$ cat src/sv/tilt_pid_bidirectional_pwm_top_macros.svh
// Assertion macros shared by the RTL files.
`ifndef TILT_PID_BIDIRECTIONAL_PWM_TOP_MACROS_SVH
`define TILT_PID_BIDIRECTIONAL_PWM_TOP_MACROS_SVH
`ifndef SYNTH
`define TPP_ASSERT_IMPL(label, clk, rst_n, ante, cons) \
  label: assert property (@(posedge clk) disable iff (!rst_n) (ante) |-> (cons)) \
    else $error("assertion failed");
`define TPP_ASSERT_NEXT(label, clk, rst_n, ante, cons) \
  label: assert property (@(posedge clk) disable iff (!rst_n) (ante) |=> (cons)) \
    else $error("assertion failed");
`else
`define TPP_ASSERT_IMPL(label, clk, rst_n, ante, cons)
`define TPP_ASSERT_NEXT(label, clk, rst_n, ante, cons)
`endif
`endif

$ cat src/sv/tpp_pkg.sv
`default_nettype none
package tpp_pkg;

  localparam int PwmWrapDef     = 5000;
  localparam int FracBitsDef    = 15;
  localparam int SmoothShiftDef = 6;
  localparam int DutyW          = 13;
  localparam int CfgIdxW        = 3;
  localparam int CfgDataW       = 31;

  localparam logic [CfgIdxW-1:0] REG_GAIN_P = 3'd0;
  localparam logic [CfgIdxW-1:0] REG_GAIN_I = 3'd1;
  localparam logic [CfgIdxW-1:0] REG_GAIN_D = 3'd2;
  localparam logic [CfgIdxW-1:0] REG_ILIM   = 3'd3;
  localparam logic [CfgIdxW-1:0] REG_TSTEP  = 3'd4;

  typedef struct packed {
    logic signed [31:0] accel_x;
    logic signed [31:0] accel_y;
    logic signed [31:0] gyro_z;
  } in_item_t;

  typedef struct packed {
    logic [DutyW-1:0]   forward_duty;
    logic [DutyW-1:0]   reverse_duty;
    logic               direction;
    logic signed [31:0] filtered_angle;
    logic [DutyW-1:0]   smoothed_drive;
    logic               divide_fault;
  } out_item_t;

  typedef enum logic [3:0] {
    ST_IDLE, ST_DIV, ST_GYRO, ST_ACC, ST_ACC2, ST_FILT1, ST_FILT2, ST_ERR,
    ST_PIDP, ST_PIDI, ST_PIDD, ST_DUTY, ST_OUT
  } state_t;

  // Handshake between sequencer and the divider.
  typedef struct packed {
    logic start;
    logic busy;
  } div_ctl_t;

  function automatic logic signed [31:0] sat32(input logic signed [65:0] v);
    if (v > 66'sd2147483647) return 32'sh7fffffff;
    if (v < -66'sd2147483648) return 32'sh80000000;
    return v[31:0];
  endfunction

endpackage
`default_nettype wire

$ cat src/sv/tpp_if.sv
`default_nettype none
interface tpp_in_if;
  logic valid;
  logic ready;
  tpp_pkg::in_item_t data;
  modport source (output valid, output data, input ready);
  modport sink (input valid, input data, output ready);
endinterface

interface tpp_out_if;
  logic valid;
  logic ready;
  tpp_pkg::out_item_t data;
  modport source (output valid, output data, input ready);
  modport sink (input valid, input data, output ready);
endinterface
`default_nettype wire

$ cat src/sv/tpp_div.sv
`default_nettype none
`include "tilt_pid_bidirectional_pwm_top_macros.svh"
module tpp_div #(
  parameter int FracBits = tpp_pkg::FracBitsDef
) (
  input  wire logic               clk,
  input  wire logic               rst_n,
  input  wire logic               start,
  input  wire logic signed [31:0] num,
  input  wire logic signed [31:0] den,
  output logic                    busy,
  output logic signed [31:0]      quot
);
  import tpp_pkg::*;

  localparam int NW = 32 + FracBits;
  localparam int CW = $clog2(NW + 1);

  logic [NW-1:0] q_r, q_nxt;
  logic [32:0]   rem_r, rem_nxt;
  logic [31:0]   d_r;
  logic          neg_r;
  logic [CW-1:0] cnt_r, cnt_nxt;
  logic [33:0]   trial;
  logic [NW:0]   qs;

  // One restoring step per cycle on the magnitudes.
  always_comb begin
    trial   = {rem_r, q_r[NW-1]} - {2'b0, d_r};
    rem_nxt = rem_r;
    q_nxt   = q_r;
    cnt_nxt = cnt_r;
    if (cnt_r != '0) begin
      if (!trial[33]) begin
        rem_nxt = trial[32:0];
        q_nxt   = {q_r[NW-2:0], 1'b1};
      end else begin
        rem_nxt = {rem_r[31:0], q_r[NW-1]};
        q_nxt   = {q_r[NW-2:0], 1'b0};
      end
      cnt_nxt = cnt_r - CW'(1);
    end
  end

  always_ff @(posedge clk) begin
    if (!rst_n) begin
      cnt_r <= '0;
    end else if (start) begin
      cnt_r <= CW'(NW);
    end else begin
      cnt_r <= cnt_nxt;
    end
  end

  always_ff @(posedge clk) begin
    if (start) begin
      q_r   <= NW'(num[31] ? -{{FracBits{num[31]}}, num} : {{FracBits{1'b0}}, num})
               << FracBits;
      rem_r <= '0;
      d_r   <= den[31] ? 32'(-den) : den;
      neg_r <= num[31] ^ den[31];
    end else begin
      q_r   <= q_nxt;
      rem_r <= rem_nxt;
    end
  end

  assign busy = (cnt_r != '0);
  assign qs   = neg_r ? -{1'b0, q_r} : {1'b0, q_r};
  assign quot = sat32(66'($signed(qs)));

  `TPP_ASSERT_NEXT(a_div_count, clk, rst_n, start, busy)
  `TPP_ASSERT_NEXT(a_div_down, clk, rst_n, busy && !start, cnt_r == $past(cnt_r) - CW'(1))
  `TPP_ASSERT_IMPL(a_div_nostart, clk, rst_n, busy, !start)
endmodule
`default_nettype wire

$ cat src/sv/tilt_pid_bidirectional_pwm_top.sv
// Channel  | Dir | Payload
// in       | in  | accel_x, accel_y, gyro_z (signed fix15)
// out      | out | forward/reverse duty, direction, angle, smoothed drive, fault
// cfg      | in  | cfg_we, cfg_index, cfg_data
// After a request is accepted the divider is started and runs 47 restoring steps
// (32+FRAC_BITS); the sequencer then takes ten steps, the multiplying ones on the
// one shared 32x33 multiplier, before the result is presented.
// A new request is not accepted until the result has been taken.
// Reset clears the filter state and loads the register defaults.
// in_ready is low from acceptance until the sequencer is back in idle after the result has been taken.
`default_nettype none
`include "tilt_pid_bidirectional_pwm_top_macros.svh"
module tilt_pid_bidirectional_pwm_top #(
  parameter int PWM_WRAP     = tpp_pkg::PwmWrapDef,
  parameter int FRAC_BITS    = tpp_pkg::FracBitsDef,
  parameter int SMOOTH_SHIFT = tpp_pkg::SmoothShiftDef
) (
  input  wire logic                          clk,
  input  wire logic                          rst_n,
  tpp_in_if.sink                             in_ch,
  tpp_out_if.source                          out_ch,
  input  wire logic                          cfg_we,
  input  wire logic [tpp_pkg::CfgIdxW-1:0]   cfg_index,
  input  wire logic [tpp_pkg::CfgDataW-1:0]  cfg_data
);
  import tpp_pkg::*;

  localparam logic signed [32:0] KP001 = 33'((64'sd1 <<< FRAC_BITS) / 1000);
  localparam logic signed [32:0] KP999 = 33'(((64'sd1 <<< FRAC_BITS) * 999) / 1000);
  localparam logic signed [32:0] KR2D  =
    33'(((64'sd1 <<< FRAC_BITS) * 64'sd57295779513) / 64'sd1000000000);

  // Configuration registers.
  logic [15:0] gain_p_r, gain_i_r, gain_d_r, tstep_r;
  logic [30:0] ilim_r;
  always_ff @(posedge clk) begin
    if (!rst_n) begin
      gain_p_r <= 16'd600;
      gain_i_r <= 16'd2;
      gain_d_r <= 16'd9000;
      ilim_r   <= 31'd81920000;
      tstep_r  <= 16'd3;
    end else if (cfg_we) begin
      unique case (cfg_index)
        REG_GAIN_P: gain_p_r <= cfg_data[15:0];
        REG_GAIN_I: gain_i_r <= cfg_data[15:0];
        REG_GAIN_D: gain_d_r <= cfg_data[15:0];
        REG_ILIM:   ilim_r   <= cfg_data;
        REG_TSTEP:  tstep_r  <= cfg_data[15:0];
        default: ;
      endcase
    end
  end

  state_t state_r, state_nxt;
  logic signed [31:0] ax_r, ay_r, gz_r;
  logic signed [31:0] angle_r, target_r, lasterr_r, esum_r;
  logic [DutyW-1:0]   avg_r;
  logic signed [31:0] gd_r, t0_r, err_r, deriv_r;
  logic signed [49:0] pid_r;
  logic               fault_r;
  out_item_t          res_r;
  logic               ovalid_r;
  div_ctl_t           dctl;
  logic signed [31:0] quot;

  tpp_div #(.FracBits(FRAC_BITS)) u_div (
    .clk(clk), .rst_n(rst_n), .start(dctl.start), .num(ax_r), .den(ay_r),
    .busy(dctl.busy), .quot(quot)
  );

  // Shared multiplier: operands chosen by state.
  logic signed [31:0] ma;
  logic signed [32:0] mb;
  logic signed [64:0] prod;
  logic signed [31:0] fxres;
  always_comb begin
    ma = '0;
    mb = '0;
    unique case (state_r)
      ST_GYRO:  begin ma = gz_r; mb = KP001; end
      ST_ACC:   begin ma = fault_r ? (ax_r[31] ? 32'sh80000000 :
                         (ax_r == 0 ? 32'sd0 : 32'sh7fffffff)) : quot; mb = KR2D; end
      ST_FILT1: begin ma = t0_r; mb = KP001; end
      ST_FILT2: begin ma = sat32(66'(angle_r) - 66'(gd_r)); mb = KP999; end
      ST_PIDP:  begin ma = err_r; mb = 33'($signed({1'b0, gain_p_r})); end
      ST_PIDI:  begin ma = esum_r; mb = 33'($signed({1'b0, gain_i_r})); end
      ST_PIDD:  begin ma = deriv_r; mb = 33'($signed({1'b0, gain_d_r})); end
      default: ;
    endcase
  end
  assign prod  = 65'(ma) * 65'(mb);
  assign fxres = sat32(66'(prod >>> FRAC_BITS));

  // Next-state logic.
  always_comb begin
    state_nxt = state_r;
    unique case (state_r)
      ST_IDLE:  if (in_ch.valid) state_nxt = ST_DIV;
      ST_DIV:   if (!dctl.busy && !dctl.start) state_nxt = ST_GYRO;
      ST_GYRO:  state_nxt = ST_ACC;
      ST_ACC:   state_nxt = ST_ACC2;
      ST_ACC2:  state_nxt = ST_FILT1;
      ST_FILT1: state_nxt = ST_FILT2;
      ST_FILT2: state_nxt = ST_ERR;
      ST_ERR:   state_nxt = ST_PIDP;
      ST_PIDP:  state_nxt = ST_PIDI;
      ST_PIDI:  state_nxt = ST_PIDD;
      ST_PIDD:  state_nxt = ST_DUTY;
      ST_DUTY:  state_nxt = ST_OUT;
      ST_OUT:   if (!ovalid_r) state_nxt = ST_IDLE;
      default:  state_nxt = ST_IDLE;
    endcase
  end

  // Output decode.
  logic start_q_r;
  always_comb begin
    dctl.start  = start_q_r;
    in_ch.ready = (state_r == ST_IDLE);
  end

  always_ff @(posedge clk) begin
    if (!rst_n) begin
      state_r   <= ST_IDLE;
      start_q_r <= 1'b0;
    end else begin
      state_r   <= state_nxt;
      start_q_r <= (state_r == ST_IDLE) && in_ch.valid;
    end
  end

  // Datapath.
  logic signed [31:0] err_c, es_c;
  logic signed [65:0] lim_c;
  logic signed [49:0] drive;
  logic [49:0]        mag;
  logic [DutyW-1:0]   duty;
  logic signed [DutyW+1:0] dif;
  always_comb begin
    err_c = sat32(66'(target_r) - 66'(angle_r));
    es_c  = sat32(66'(esum_r) + 66'(err_c));
    lim_c = 66'($signed({1'b0, ilim_r}));
    if (66'(es_c) > lim_c) es_c = 32'(lim_c);
    else if (66'(es_c) < -lim_c) es_c = 32'(-lim_c);
    drive = pid_r[49] ? -((-pid_r) >>> FRAC_BITS) : (pid_r >>> FRAC_BITS);
    mag   = drive[49] ? 50'(-drive) : 50'(drive);
    duty  = (mag > 50'(PWM_WRAP)) ? DutyW'(PWM_WRAP) : DutyW'(mag);
    dif   = $signed({2'b0, duty}) - $signed({2'b0, avg_r});
  end

  always_ff @(posedge clk) begin
    if (!rst_n) begin
      angle_r <= '0; target_r <= '0; lasterr_r <= '0; esum_r <= '0; avg_r <= '0;
      ovalid_r <= 1'b0;
    end else begin
      unique case (state_r)
        ST_IDLE: if (in_ch.valid) begin
          ax_r <= in_ch.data.accel_x; ay_r <= in_ch.data.accel_y;
          gz_r <= in_ch.data.gyro_z; fault_r <= (in_ch.data.accel_y == 0);
        end
        ST_GYRO:  gd_r <= fxres;
        ST_ACC:   t0_r <= sat32(-66'(fxres));
        ST_FILT1: t0_r <= fxres;
        ST_FILT2: angle_r <= sat32(66'(fxres) + 66'(t0_r));
        ST_ERR: begin
          err_r     <= err_c;
          deriv_r   <= sat32(66'(err_c) - 66'(lasterr_r));
          esum_r    <= es_c;
          lasterr_r <= err_c;
          target_r  <= err_c[31] ? sat32(66'(target_r) - 66'(tstep_r))
                                 : sat32(66'(target_r) + 66'(tstep_r));
        end
        ST_PIDP:  pid_r <= 50'(prod);
        ST_PIDI, ST_PIDD: pid_r <= pid_r + 50'(prod);
        ST_DUTY: begin
          res_r.direction      <= !(pid_r > 0);
          res_r.forward_duty   <= (pid_r > 0) ? duty : '0;
          res_r.reverse_duty   <= (pid_r > 0) ? '0 : duty;
          res_r.filtered_angle <= angle_r;
          res_r.smoothed_drive <= DutyW'($signed({avg_r[DutyW-1], avg_r}) +
                                  (dif >>> SMOOTH_SHIFT));
          res_r.divide_fault   <= fault_r;
          avg_r <= DutyW'($signed({1'b0, avg_r}) + (dif >>> SMOOTH_SHIFT));
          ovalid_r <= 1'b1;
        end
        ST_OUT: if (out_ch.ready) ovalid_r <= 1'b0;
        default: ;
      endcase
    end
  end

  assign out_ch.valid = ovalid_r;
  assign out_ch.data  = res_r;

  `TPP_ASSERT_IMPL(a_busy_noready, clk, rst_n, state_r != ST_IDLE, !in_ch.ready)
  `TPP_ASSERT_IMPL(a_valid_in_out, clk, rst_n, ovalid_r, state_r == ST_OUT)
  `TPP_ASSERT_IMPL(a_duty_excl, clk, rst_n, ovalid_r,
                   res_r.forward_duty == 0 || res_r.reverse_duty == 0)
endmodule
`default_nettype wire

$ cat src/flat_wrapper.sv
// flat-port wrapper written by rule: the top's interface ports become plain ports
module tilt_pid_bidirectional_pwm_top_flat import tpp_pkg::*;
#(
  parameter int PWM_WRAP     = tpp_pkg::PwmWrapDef,
  parameter int FRAC_BITS    = tpp_pkg::FracBitsDef,
  parameter int SMOOTH_SHIFT = tpp_pkg::SmoothShiftDef
)
  (clk, rst_n, cfg_we, cfg_index, cfg_data, in_ch_valid, in_ch_data, in_ch_ready, out_ch_valid, out_ch_data, out_ch_ready);
  tpp_in_if in_ch_i ();
  tpp_out_if out_ch_i ();
  input  wire logic clk;
  input  wire logic rst_n;
  input  wire logic cfg_we;
  input  wire logic [tpp_pkg::CfgIdxW-1:0] cfg_index;
  input  wire logic [tpp_pkg::CfgDataW-1:0] cfg_data;
  input wire logic [$bits(in_ch_i.valid)-1:0] in_ch_valid;
  input wire logic [$bits(in_ch_i.data)-1:0] in_ch_data;
  output wire logic [$bits(in_ch_i.ready)-1:0] in_ch_ready;
  output wire logic [$bits(out_ch_i.valid)-1:0] out_ch_valid;
  output wire logic [$bits(out_ch_i.data)-1:0] out_ch_data;
  input wire logic [$bits(out_ch_i.ready)-1:0] out_ch_ready;
  assign in_ch_i.valid = in_ch_valid;
  assign in_ch_i.data = in_ch_data;
  assign in_ch_ready = in_ch_i.ready;
  assign out_ch_valid = out_ch_i.valid;
  assign out_ch_data = out_ch_i.data;
  assign out_ch_i.ready = out_ch_ready;
  tilt_pid_bidirectional_pwm_top #(.PWM_WRAP(PWM_WRAP), .FRAC_BITS(FRAC_BITS), .SMOOTH_SHIFT(SMOOTH_SHIFT)) u_core (.clk(clk), .rst_n(rst_n), .in_ch(in_ch_i), .out_ch(out_ch_i), .cfg_we(cfg_we), .cfg_index(cfg_index), .cfg_data(cfg_data));
endmodule
$ cat config.mk
export PLATFORM = sky130hd
export DESIGN_NAME = tilt_pid_bidirectional_pwm_top_flat
export DESIGN_NICKNAME = d
export VERILOG_FILES = /design/src/sv/tpp_pkg.sv /design/src/sv/tpp_if.sv /design/src/sv/tpp_div.sv /design/src/sv/tilt_pid_bidirectional_pwm_top.sv /design/src/flat_wrapper.sv
export VERILOG_INCLUDE_DIRS = /design/src /design/src/sv
export SDC_FILE = /design/constraint.sdc
export NUM_CORES = 2
export LEC_CHECK = 0
export BUFFER_PORTS_ARGS = -buffer_cell sky130_fd_sc_hd__buf_2
export CAP_MARGIN = 25
export CORE_MARGIN = 4
export CORE_UTILIZATION = 45
export CTS_BUF_LIST = sky130_fd_sc_hd__clkbuf_16
export DETAILED_ROUTE_END_ITERATION = 8
export GPL_ROUTABILITY_DRIVEN = 0
export GPL_TIMING_DRIVEN = 0
export SKIP_CTS_REPAIR_TIMING = 1
export SLEW_MARGIN = 15
export SYNTH_ARGS = -nofsm -noshare
export SYNTH_HDL_FRONTEND = slang
export SYNTH_HIERARCHICAL = 1
export SYNTH_SLANG_ARGS = --single-unit
export TNS_END_PERCENT = 5
$ cat constraint.sdc
create_clock -name clk -period 16.9 [get_ports clk]
set_input_delay 0.845 -clock clk [delete_from_list [all_inputs] [get_ports clk]]
set_output_delay 0.845 -clock clk [all_outputs]
set_load 0.01 [all_outputs]
After elaboration in Yosys (flattened, before gate mapping)
Cells that the tools add are included.
{"block": "classes", "n_reduce_logical": 30, "add_sub_neg": 21, "n_eq_ne": 20, "mux": 120, "n_lt_le_gt_ge": 24, "mul": 1, "n_bitwise": 2}
{"operator": "two-way mux 32 bit", "n": 46}
{"operator": "> comparator 66 x 32 -> 1 bit (second input constant)", "n": 8}
{"operator": "< comparator 66 x 32 -> 1 bit (second input constant)", "n": 8}
{"operator": "one-hot mux 32 bit (7 select lines)", "n": 1}
{"operator": "one-hot mux 21 bit (6 select lines)", "n": 1}
{"operator": "two-way mux 50 bit", "n": 2}
{"operator": "negator 50 bit", "n": 2}
{"operator": "one-hot mux 50 bit (2 select lines)", "n": 1}
{"operator": "subtractor 32 x 32 -> 33 bit", "n": 3}
{"operator": "two-way mux 47 bit", "n": 2}
{"operator": "adder 32 x 32 -> 33 bit", "n": 2}
{"operator": "< comparator 32 x 66 -> 1 bit", "n": 1}
{"operator": "negator 31 -> 66 bit", "n": 1}
{"operator": "negator 32 -> 66 bit", "n": 1}
{"operator": "zero test 32 bit", "n": 2}
{"operator": "negator 32 bit", "n": 2}
{"operator": "one-hot mux 32 bit (2 select lines)", "n": 1}
{"operator": "two-way mux 31 bit", "n": 2}
{"operator": "multiplier 32 x 22 -> 54 bit", "n": 1}
{"operator": "two-way mux 1 bit", "n": 54}
{"operator": "one-hot mux 4 bit (13 select lines)", "n": 1}
{"operator": "adder 50 bit", "n": 1}
{"operator": "> comparator 50 x 1 -> 1 bit (second input constant)", "n": 1}
{"operator": "> comparator 50 x 13 -> 1 bit (second input constant)", "n": 1}
{"operator": "39 further kinds", "n": 73}
{"block": "totals", "inputBits": 135, "word_cells": 254, "output_inout_bits": 75, "ff_bits": 709}

Logic depth before layout (Yosys ltp)
{"block": "depth", "word_depth": 26, "mapped_depth": 77, "mapped_depth_nobuf": 71}

Cells and area by module
Netlist, hierarchy kept.
{"module": "tilt_pid_bidirectional_pwm_top", "cells_each": 7792, "instances": 1, "area_each_um2": 65636.7}
{"module": "tpp_div", "cells_each": 1095, "instances": 1, "area_each_um2": 9125.0}

Worst setup path before layout
No wires, ideal clock.
{"block": "synth_path", "path_type": "reg-to-reg", "from": "register u_core.gd_r[1]", "to": "register u_core.angle_r[10]", "t_required_ps": 16768, "stages_incl_launch_ff": 70, "path_slack_ps": -712, "arrival_ps": 17480, "cell_sequence": "edfxtp_1 inv_1 ha_1 nor2b_1 o21a_1 o21ai_0 a21oi_1 a311o_1 o311ai_0 a21oi_1 a311o_1 o311ai_0 a31oi_1 a211oi_1 a22oi_1 xor2_1 nor2_1 nor2_1 [... 34 more ...] a21oi_1 o211ai_1 a31o_2 a21o_1 a21o_1 o2111ai_1 a211oi_1 o31ai_1 o21ai_0 or4_1 a31oi_1 nor2b_1 o21a_1 o41ai_1 xor2_1 clkbuf_1 maj3_1 a21oi_1"}
{"block": "synth_between", "elab_chain_len": 22, "word_cells_on_any_way": 34}
{"item": "start: declaration", "line": "tilt_pid_bidirectional_pwm_top.sv:59", "rtl": "logic signed [31:0] gd_r, t0_r, err_r, deriv_r;"}
{"item": "start signal: assignment", "line": "tilt_pid_bidirectional_pwm_top.sv:162", "rtl": "ST_GYRO: gd_r <= fxres;"}
{"item": "subtractor 32 x 32 -> 33 bit *", "line": "tilt_pid_bidirectional_pwm_top.sv:85", "rtl": "ST_FILT2: begin ma = sat32(66'(angle_r) - 66'(gd_r)); mb = KP999; end"}
{"item": "< comparator 66 x 32 -> 1 bit", "line": "tpp_pkg.sv:45", "rtl": "if (v < -66'sd2147483648) return 32'sh80000000;"}
{"item": "two-way mux 1 bit (2 in series)", "line": "tpp_pkg.sv:45"}
{"item": "two-way mux 1 bit", "line": "tilt_pid_bidirectional_pwm_top.sv:80", "rtl": "unique case (state_r)"}
{"item": "two-way mux 32 bit", "line": "tpp_pkg.sv:46", "rtl": "return v[31:0];"}
{"item": "two-way mux 32 bit *", "line": "tpp_pkg.sv:45"}
{"item": "one-hot mux 32 bit (7 select lines) *", "line": "tilt_pid_bidirectional_pwm_top.sv:80"}
{"item": "multiplier 32 x 22 -> 54 bit *", "line": "tilt_pid_bidirectional_pwm_top.sv:92", "rtl": "assign prod = 65'(ma) * 65'(mb);"}
{"item": "[... 5 more ...]"}
{"item": "via u_core.fxres[0]", "line": "tilt_pid_bidirectional_pwm_top.sv:76", "rtl": "logic signed [31:0] fxres;"}
{"item": "adder 32 x 32 -> 33 bit *", "line": "tilt_pid_bidirectional_pwm_top.sv:165", "rtl": "ST_FILT2: angle_r <= sat32(66'(fxres) + 66'(t0_r));"}
{"item": "< comparator 66 x 32 -> 1 bit", "line": "tpp_pkg.sv:45"}
{"item": "two-way mux 1 bit (2 in series)", "line": "tpp_pkg.sv:45"}
{"item": "two-way mux 1 bit", "line": "tilt_pid_bidirectional_pwm_top.sv:157", "rtl": "unique case (state_r)"}
{"item": "two-way mux 1 bit", "line": "tilt_pid_bidirectional_pwm_top.sv:153", "rtl": "if (!rst_n) begin"}
{"item": "two-way mux 32 bit", "line": "tpp_pkg.sv:46"}
{"item": "two-way mux 32 bit *", "line": "tpp_pkg.sv:45"}
{"item": "end signal: assignment", "line": "tilt_pid_bidirectional_pwm_top.sv:165"}
{"item": "end: declaration", "line": "tilt_pid_bidirectional_pwm_top.sv:57", "rtl": "logic signed [31:0] angle_r, target_r, lasterr_r, esum_r;"}
The timed path passes the listed nets; every way through them passes the cells marked *. The select of a mux whose other input is x is not followed.
A chain may end at the register's enable or synchronous reset.

Worst setup path after layout
{"block": "layout_path", "from": "register u_core.gd_r[1]", "to": "register u_core.angle_r[18]"}
Same word-level chain as after synthesis.

==> flow_metrics.tcl <==
set metrics [dict create \
    coreArea_um2 165000 \
    setup_viol 32 \
    synthDistinctLibCells 106 \
    nNetsFinal 10621 \
    status "finished with violations" \
    yosys-top-cells-area "edfxtp_1, fa_1, ha_1" \
    rsz0062_at_grt "yes" \
    hold_class "input port to register" \
    met3_usage_pct 5.92 \
    r2r_start "u_core/gd_r[1]" \
    grt_util_all_layers_pct 30.5 \
    die-area_um2 173000 \
    first_pass_iters 9 \
    clock-skew-final_ps 59.0 \
    grt_pass1_vias 65251 \
    drt-total-wl_um 273000 \
    grt_max_degree 56 \
    hold_violations 0 \
    reg2reg_to "u_core/angle_r[18]" \
    synthCells 8887 \
    cts_tree "built" \
    initial_core_util_pct 45.3 \
    dieHeight_um 416 \
    power.ir.vdd_worst_mv 0.209 \
    h-tree-depth 3 \
    ys_ff_latch 709 \
    r2r_cells 71 \
    max_freq_mhz 57.4 \
    violations "setup timing" \
    synth_fp_nets 10192 \
    clockRootBuffer "clkbuf_16" \
    grt-ovfl-total 0 \
    synth-main-ff-cell "edfxtp_1" \
    async_reset_ff_share_pct 0 \
    clock_latency_ps 740 \
    p_leak_nw 36.9 \
    cts_made_buffers 86 \
    max_stage_delay_ps 610 \
    setup-tns-final_ps -15510 \
    antenna_found_initial 17 \
    fin_hold_ws_ps 287 \
    drtIter0Drc 7266 \
    dieWidth_um 416 \
    slew_headroom_pct 20.3 \
    finalCriticalPeriod_ps 17420 \
    yosysTopAreaCell "edfxtp_1" \
    ant_nets 0 \
    ys_warn_count 6 \
    syn_to_final_growth_pct 12.5 \
    drive_gt1_share_pct 9.04 \
    p_total_mw 15.0 \
    wire_per_inst_um 23.6 \
    netlist_area_um2 74800 \
    critPathLaunch "u_core/gd_r[1]" \
    final.setup.worst_slack_ps -519 \
    crit_arrival_ps 18000 \
    rows 149 \
    use_met2_pct 47.9 \
    holdPathEnd "u_core/gz_r[9]" \
    clock-sinks 709 \
    fin_crit_sh_pct 103 \
    clkTransAtPathRegs_ps 60 \
    place_hpwl_um 223000 \
    grt_pass1_wl_um 403000 \
    via_count 68232 \
    cp-end-kind "register" \
    whs_path_depth 1 \
    crit_buf_inv 14 \
    worst_pin_slew_ps 1190 \
    synth-edff-count 413 \
    cpMaxStageDelayCell "or4b_4" \
    critPathLaunchType "register" \
    reg2reg_setup_slack_ps -520 \
    synth_top_area_share_pct 16.6 \
    grt.busiest_layer "met2" \
    grt.met1_usage_pct 39.1 \
    drc_errors 0 \
    final_max_slew_viol_count 0 \
    maxCapViolations 0 \
    synth_area_per_cell_um2 8.41 \
    cts_buffer_depth 3 \
    port_buffers 208 \
    path_class "register to register" \
    min_from "in_ch_data[9]" \
    worstPathRequired_ps 17480 \
    cp_max_fo 10 \
    ys_seq_area_share_pct 24.5 \
    io_pins 210 \
    crit_family "compound AO/OA/AOI/OAI gates" \
    cellPowerDensity_nw_per_um2 178 \
    vias_per_cell 5.89 \
]
Yosys cell counts, drive strengths merged, types with 22 or more instances:
cell,instances
inv,1311
nand2,1088
a21oi,643
fa,599
ha,571
nor2,541
o21ai,496
edfxtp,413
clkbuf,355
xnor2,318
dfxtp,296
xor2,157
nor3,139
nand3,137
a21o,124
nand2b,106
nor4,106
nor2b,104
and2,103
o21a,81
nand4,75
a211oi,74
o31ai,71
and3,63
a31oi,62
or3,57
or2,50
a22oi,47
o21bai,45
buf,42
mux2i,40
o211ai,40
o22ai,34
a222oi,33
o41ai,32
maj3,30
or4,30
a2111o,28
a22o,23
a311oi,22
stage by stage:
step / worst slack, ps / instance area, um2 / utilization (%) / std cells
floorplan: 73.0 / 74800 / - / 8887
global placement: -5930 / 78600 / 47.6 / 11284
detailed placement: -5280 / 79300 / 48.0 / 11340
CTS: -5440 / 82200 / 49.8 / 11502
global route: -1020 / 84100 / 51.0 / 11582
finish: -519 / 84100 / 51.0 / 11585
power by group:
group	switching, mW	leakage, nW	internal [mW]
logic	6.67	29.1	3.82
clock network	0.816	1.50	1.14
registers	0.193	6.26	2.32
flip-flops by register name (all words and copies together) (netlist names), 31 cells and up:
name and cells:
u_core/lasterr_r 32, u_core/u_div/rem_r 33, u_core/target_r 32, u_core/gz_r 32, u_core/out_ch.data 73, u_core/t0_r 32
u_core/ilim_r 31, u_core/u_div/d_r 32, u_core/u_div/q_r 47, u_core/pid_r 50, u_core/ax_r 32, u_core/gd_r 32
u_core/esum_r 32, u_core/deriv_r 32, u_core/ay_r 32, u_core/angle_r 32, u_core/err_r 32
cells in the final DEF (no fill, tap or decap), types with 45 or more instances in the layout:
cell type and count:
a21o_1 122, buf_4 115, inv_1 1313, nor4_1 89
xor2_1 154, a31oi_1 56, nand3_1 135, nor3_1 134
fa_1 595, nand2b_1 106, clkbuf_1 300, and3_1 59
edfxtp_1 413, nand4_1 74, buf_2 239, xnor2_1 311
a22oi_1 46, and2_1 99, or3_1 56, ha_1 555
nor2b_1 102, or2_2 46, a211oi_1 63, o21ai_0 466
o31ai_1 67, dfxtp_1 288, nor2_1 533, o21bai_1 45
nand2_1 1085, clkbuf_16 87, o21a_1 81, a21oi_1 620
cell type report:
type                    count  area (um2)
fillers                 15740       80900
clock inverters            76         820
diodes                      6        15.0
well taps                2189        2740
inverters                1314        4950
clock buffers              86        2150
plain buffers             390        1750
flip-flops and latches    709       18300
repair buffers            348        2250
multi-input cells        6467       51100
kinds of logic after synthesis:
family,count (synthesis),share of synthesized area [%]
compound gates,2075,17.8
xor+xnor,475,5.58
fa+ha+maj,1200,26.0
buf+inv,1711,8.65
flops,709,24.5
mux,47,0.641
simple gates,2670,16.8
per-layer routing:
metal | vias to the layer above | wire length (um)
met2 | 3215 | 121000
met4 | 10 | 19400
met1 | 33041 | 106000
li1 | 31230 | -
met5 | - | 69
met3 | 736 | 26000
worst max-delay path by stage:
| stage | slack, ps | to | cells past startpoint |
|---|---|---|---|
| 6_report | -520 | u_core/angle_r[18] | 71 |
| 2_1_floorplan | 70 | u_core/angle_r[21] | 72 |
| 3_5_place_dp | -5280 | u_core/angle_r[11] | 75 |
| 4_1_cts | -5440 | u_core/angle_r[11] | 75 |
| 3_3_place_gp | -5930 | u_core/angle_r[11] | 67 |
| 5_1_grt | -1020 | u_core/angle_r[0] | 75 |
Note: power is estimated with default switching activity, not from simulation.
